<file path="src/hw/rtl/spectrum_amplitude_colormap_assert.svh">
// ----------------------------------------------------------------------------
// Assertion macros
// Shared concurrent assertion macros for the amplitude colormap RTL. They
// expand to nothing when SYNTHESIS is defined.
// ----------------------------------------------------------------------------
`ifndef SPECTRUM_AMPLITUDE_COLORMAP_ASSERT_SVH
`define SPECTRUM_AMPLITUDE_COLORMAP_ASSERT_SVH
`ifndef SYNTHESIS
`define SAC_ASSERT_IMPLY(lbl, clk, rst_n, ante, cons) \
    lbl: assert property (@(posedge clk) disable iff (!rst_n) (ante) |-> (cons)) \
        else $error("assertion failed");
`define SAC_ASSERT_NEXT(lbl, clk, rst_n, ante, cons) \
    lbl: assert property (@(posedge clk) disable iff (!rst_n) (ante) |=> (cons)) \
        else $error("assertion failed");
`else
`define SAC_ASSERT_IMPLY(lbl, clk, rst_n, ante, cons)
`define SAC_ASSERT_NEXT(lbl, clk, rst_n, ante, cons)
`endif
`endif

</file>
<file path="src/hw/rtl/sac_pkg.sv">
// ----------------------------------------------------------------------------
// Amplitude colormap package
// Default widths and the color channel constants shared by the colormap RTL.
// ----------------------------------------------------------------------------
package sac_pkg;

    localparam int AMP_BITS_DEF  = 24;
    localparam int FRAC_BITS_DEF = 16;

    localparam int PIX_W  = 32;
    localparam int COEF_W = 13;

    localparam logic [COEF_W-1:0] RED_COEF   = 13'd2295;
    localparam logic [COEF_W-1:0] GREEN_COEF = 13'd3825;
    localparam logic [COEF_W-1:0] BLUE_COEF  = 13'd4335;

    localparam logic [7:0] CHAN_MAX   = 8'hFF;
    localparam logic [7:0] ALPHA_FULL = 8'hFF;

endpackage

</file>
<file path="src/hw/rtl/sac_div.sv">
// ----------------------------------------------------------------------------
// Amplitude normalizer
// Scales the amplitude by 0.8 and divides it by the peak in a pipelined
// restoring divider, one quotient bit per stage, clamping the result to one.
// ----------------------------------------------------------------------------
`include "spectrum_amplitude_colormap_assert.svh"

module sac_div #(
    parameter int AMP_BITS  = sac_pkg::AMP_BITS_DEF,
    parameter int FRAC_BITS = sac_pkg::FRAC_BITS_DEF
) (
    input  logic                 aclk,
    input  logic                 aresetn,
    input  logic [AMP_BITS-1:0]  peak,
    input  logic                 in_valid,
    output logic                 in_ready,
    input  logic [AMP_BITS-1:0]  amplitude,
    output logic                 out_valid,
    input  logic                 out_ready,
    output logic [FRAC_BITS:0]   t_out
);

    localparam int N_W    = AMP_BITS + FRAC_BITS;
    localparam int Q_W    = FRAC_BITS + 1;
    localparam int STAGES = Q_W + 1;
    localparam logic [FRAC_BITS-1:0] SCALE =
        FRAC_BITS'(((1 << (FRAC_BITS + 2)) + 2) / 5);
    localparam logic [Q_W-1:0] ONE = Q_W'(1) << FRAC_BITS;

    logic [STAGES-1:0] valid_reg;
    logic [STAGES:0]   rdy;
    logic [N_W-1:0]    rem_reg [STAGES];
    logic [Q_W-1:0]    quo_reg [1:Q_W];
    logic              ovf_reg [1:Q_W];
    logic [N_W-1:0]    prod;

    assign rdy[STAGES] = out_ready;
    assign in_ready    = rdy[0];
    assign prod        = N_W'(amplitude) * N_W'(SCALE);

    always_ff @(posedge aclk) begin
        if (!aresetn) begin
            valid_reg[0] <= 1'b0;
        end else if (rdy[0]) begin
            valid_reg[0] <= in_valid;
        end
    end

    always_ff @(posedge aclk) begin
        if (rdy[0] && in_valid) begin
            rem_reg[0] <= prod;
        end
    end

    assign rdy[0] = !valid_reg[0] || rdy[1];

    for (genvar j = 1; j < STAGES; j++) begin : g_stage
        localparam int SH = Q_W - j;
        logic [N_W-1:0] dvs;
        logic           ge;
        logic           ovf_in;
        logic [Q_W-1:0] quo_in;

        assign dvs    = N_W'(peak) << SH;
        assign ge     = rem_reg[j-1] >= dvs;
        assign rdy[j] = !valid_reg[j] || rdy[j+1];

        if (j == 1) begin : g_first
            assign ovf_in = {1'b0, rem_reg[0]} >= ((N_W + 1)'(peak) << Q_W);
            assign quo_in = '0;
        end else begin : g_rest
            assign ovf_in = ovf_reg[j-1];
            assign quo_in = quo_reg[j-1];
        end

        always_ff @(posedge aclk) begin
            if (!aresetn) begin
                valid_reg[j] <= 1'b0;
            end else if (rdy[j]) begin
                valid_reg[j] <= valid_reg[j-1];
            end
        end

        always_ff @(posedge aclk) begin
            if (rdy[j] && valid_reg[j-1]) begin
                rem_reg[j] <= ge ? (rem_reg[j-1] - dvs) : rem_reg[j-1];
                quo_reg[j] <= {quo_in[Q_W-2:0], ge};
                ovf_reg[j] <= ovf_in;
            end
        end
    end

    assign out_valid = valid_reg[STAGES-1];
    assign t_out = (ovf_reg[Q_W] || (quo_reg[Q_W] > ONE)) ? ONE : quo_reg[Q_W];

    `SAC_ASSERT_IMPLY(a_rem_below_divisor, aclk, aresetn,
        valid_reg[Q_W] && !ovf_reg[Q_W], rem_reg[Q_W] < N_W'(peak))
    `SAC_ASSERT_IMPLY(a_zero_peak_overflows, aclk, aresetn,
        valid_reg[1] && (peak == '0), ovf_reg[1])
    `SAC_ASSERT_IMPLY(a_t_clamped, aclk, aresetn, out_valid, t_out <= ONE)

endmodule

</file>
<file path="config.mk">
export PLATFORM = sky130hd
export DESIGN_NAME = sac_div
export DESIGN_NICKNAME = d
export VERILOG_FILES = /design/src/hw/rtl/sac_pkg.sv /design/src/hw/rtl/sac_div.sv
export VERILOG_INCLUDE_DIRS = /design/src /design/src/hw/rtl
export SDC_FILE = /design/constraint.sdc
export NUM_CORES = 2
export LEC_CHECK = 0
export BUFFER_PORTS_ARGS = -buffer_cell sky130_fd_sc_hd__buf_4
export CAP_MARGIN = 40
export CORE_MARGIN = 2
export CORE_UTILIZATION = 65
export DETAILED_ROUTE_END_ITERATION = 10
export MAX_ROUTING_LAYER = met4
export PLACE_DENSITY = 0.8
export SLEW_MARGIN = 10
export SYNTH_ARGS = -nofsm -noshare
export SYNTH_HDL_FRONTEND = slang
export SYNTH_SLANG_ARGS = --single-unit
</file>
<file path="constraint.sdc">
create_clock -name aclk -period 12.5 [get_ports aclk]
set_input_delay 1.25 -clock aclk [delete_from_list [all_inputs] [get_ports aclk]]
set_output_delay 1.25 -clock aclk [all_outputs]
set_load 0.05 [all_outputs]
</file>
==> results.md <==
* Status: completed
* Hold wc startpoint: quo_reg[0][188]
* Num CTS Buffers at 91
* Ys async rst share at 0%
* Die Footprint at 94500 um^2
* Core area at around 90000 um^2
* Router iterations before antenna repair at 6
* Routed WL at 152000 um
* DIE WIDTH at 307 um
* Remaining DRCs at 0
* DRT iter0 DRCs at 4075
* Reg power frac at 33.0%
* Vias/cell at ~6.3
* Storage cell area at 25900 um^2
* RSZ-0062 raised after global routing: false
* Area of the multi-input gates at approximately 32000 um^2
* Critical path arrival at between 6 and 7 ns
* Fmax at approximately 0.16 GHz
* CTS H-tree lvls at 3
* Syn Inst Count at between 5000 and 6000
* Setup bufs post-CTS at 0
* Cell-internal power at between 7 and 8 mW
* First-pass GRT wire length at 236000 um
* Largest net degree at the start of global routing at 58
* Clock insertion delay at the later pin of the skew report at 0.69 ns
* Overflow after GRT at 0
* Global-route total usage across every layer at between 30% and 40%
* Crit start category: input port
* Hold Vio Cnt, Final at 0
* Layout cells sized above 1 at 7.35%
* Max Cap Viol at 0
* Crit path time final at 6.40 ns
* Largest cells by area after synthesis: edfxtp_1, ha_1, fa_1
* Synthesis-stage register bit count at between 800 and 900
* Setup-failing EPs final at 0
* Yosys top cell area share at 42.6%
* Critical path's top delay family: adder cells
* Num rows at 111
* CTS root buf: clkbuf_16
* Hold_buf cts at 0
* Cell area after synthesis at approximately 60000 um^2
* Critical path, cell by cell: buf_4 > ha_1 > xor2_1 > ha_1 > a21o_1 > fa_1 > inv_1 > fa_1 > inv_1 > fa_1 > inv_1 > fa_1 > inv_1 > ha_1 > a21oi_1 > o21ai_0 > a31oi_1 > o31ai_1 > a2111oi_0 > nor2_1 > a21o_1 > a21oi_1 > xnor2_1
* CP Launch Point: amplitude[6]
* Commonest cells in the netlist: edfxtp_1, ha_1, nand2_1
* Slowest cell delay on critical path at 0.54 ns
* Setup crit end kind: flop
* DR WL/cell at around 22 um
* I/O Pins at 71
* Max reg flops at 680
* Seq/Total Area, Yosys at a little over two fifths
* Vias in the first global route at between 40000 and 50000
* Die height at 307 um
* Syn Area/Cell at around 11 um^2
* Vias at approximately 44000
* Final Worst Setup Slack at between 6 and 7 ns
* Dpl hpwl at 111000 um
* Kind of critical path: in -> reg
* Antenna violation net count after detailed routing at 0
* Place WS at around 5.5 ns
* Gate power share at 40.3%
* Switching Share at 35.5%
* Fill cells at 6513
* CTS tree: built
* CTS sink cnt at 868
* Top FF cell, synth: edfxtp_1
* Reg-to-reg startpoint: rem_reg[2][14]
* Fin nets at between 6000 and 7000
* Crit-path max FO at 7
* Setup TNS at 0 ns
* CTS clock-pin slew for the worst setup and hold paths at 0.06 ns
* Clock Skews at 0.0314 ns
* CP required at about 13 ns
* Switch Pwr at 3.91 mW
* CP max-delay cell: fa_1
* Count of cell types in the netlist at 93
* Max_slew headroom at 29.1%
* Post-synth EDFFs at 850
* Ys Warns at 0
* Initial antenna violation count at 7
* Global placement routability congestion at approximately 0.97
* Maximum vdd drop at 0.303 mV
* Synthesis-to-layout area growth at 9.22%
* Post-CTS Resized at 0
* Cell accounting for the most synthesized area: edfxtp_1
* Least-Margin Pin Slew at 1.06 ns
* Bufs on Longest Clock Path at 3
* Max-slew violation count at 0
* Most common cell in the netlist: edfxtp_1
* Period utilization at 51.2%
* Initial Util at approximately 65%
* Leakage at approximately 26 nW
* Clk pwr share at 26.7%
* Worst hold path type: reg -> reg
* IO buf count at 70
* Post-Syn Nets at between 6000 and 7000
* Pwr Density at 168 nW/um^2
* Worst Path Buf+Inv at 5
-- per-stage QoR --
step	total power, mW	util, %	cell area, um^2	hold slack (ns)	cells
floorplan	6.92	-	59900	0.400	5622
global placement	7.96	67.8	62100	0.400	6824
detailed placement	8.01	67.9	62100	0.405	6830
CTS	11.0	71.4	65400	0.400	6997
global route	11.7	71.4	65400	0.409	7001
finish	11.0	71.4	65400	0.396	7001
-- layout make-up --
| cell class | count | share of cell area [%] |
|---|---|---|
| Timing Repair Buffer | 134 | 1.58 |
| Tap cell | 1186 | 2.27 |
| Multi-Input combinational cell | 4244 | 49.3 |
| Antenna cell | 3 | 0.0115 |
| Inverter | 399 | 2.29 |
| Clock buffer | 108 | 3.68 |
| Clock inverter | 59 | 1.26 |
| Sequential cell | 868 | 39.6 |
-- cell usage in the layout, fill, tap and decap left out, types with 106 or more instances in the layout --
cell type	Yosys	routed
edfxtp_1	850	850
ha_1	598	598
nand2_1	453	453
a21oi_1	438	436
inv_1	398	398
o21ai_0	383	381
nor2_1	304	303
xnor2_1	286	286
a21o_1	241	241
xor2_1	204	204
fa_1	146	146
buf_4	1	128
nand3_1	106	106
-- path summary, 6_finish.rpt --
check,end,slack (ns),cells after the start
worst max-delay path,rem_reg[0][37],6.10,23
worst min-delay path,quo_reg[0][206],0.40,0
worst max register to register,rem_reg[3][18],8.29,13
worst min register to register,quo_reg[0][206],0.40,0
-- power groups by stage --
stage          combinational, mW  clock (mW)  sequential (mW)
2_1_floorplan               3.30           0             3.62
3_3_place_gp                4.28           0             3.68
3_5_place_dp                4.33           0             3.68
4_1_cts                     4.39        2.98             3.62
5_1_grt                     4.96        3.08             3.63
6_report                    4.44        2.94             3.63
-- layer usage --
layer	part of all wire, %	GRT usage (%)	up-vias
met5	0	-	-
met4	3.9	12.0	0
met3	6.7	4.81	388
met2	48	54.1	1617
met1	42	42.3	21300
li1	-	-	21000
-- cell families after synthesis --
group / after synthesis / synth area share (%)
muxes: 85 / 1.59
buffers and inverters: 510 / 3.26
adders and majority gates: 744 / 17.4
and+or+nand+nor: 1455 / 12.0
AOI/OAI and AO/OA: 1470 / 15.4
DFF: 868 / 43.2
xor gates and xnor gates: 490 / 7.17
(Power assumes the default switching activity.)
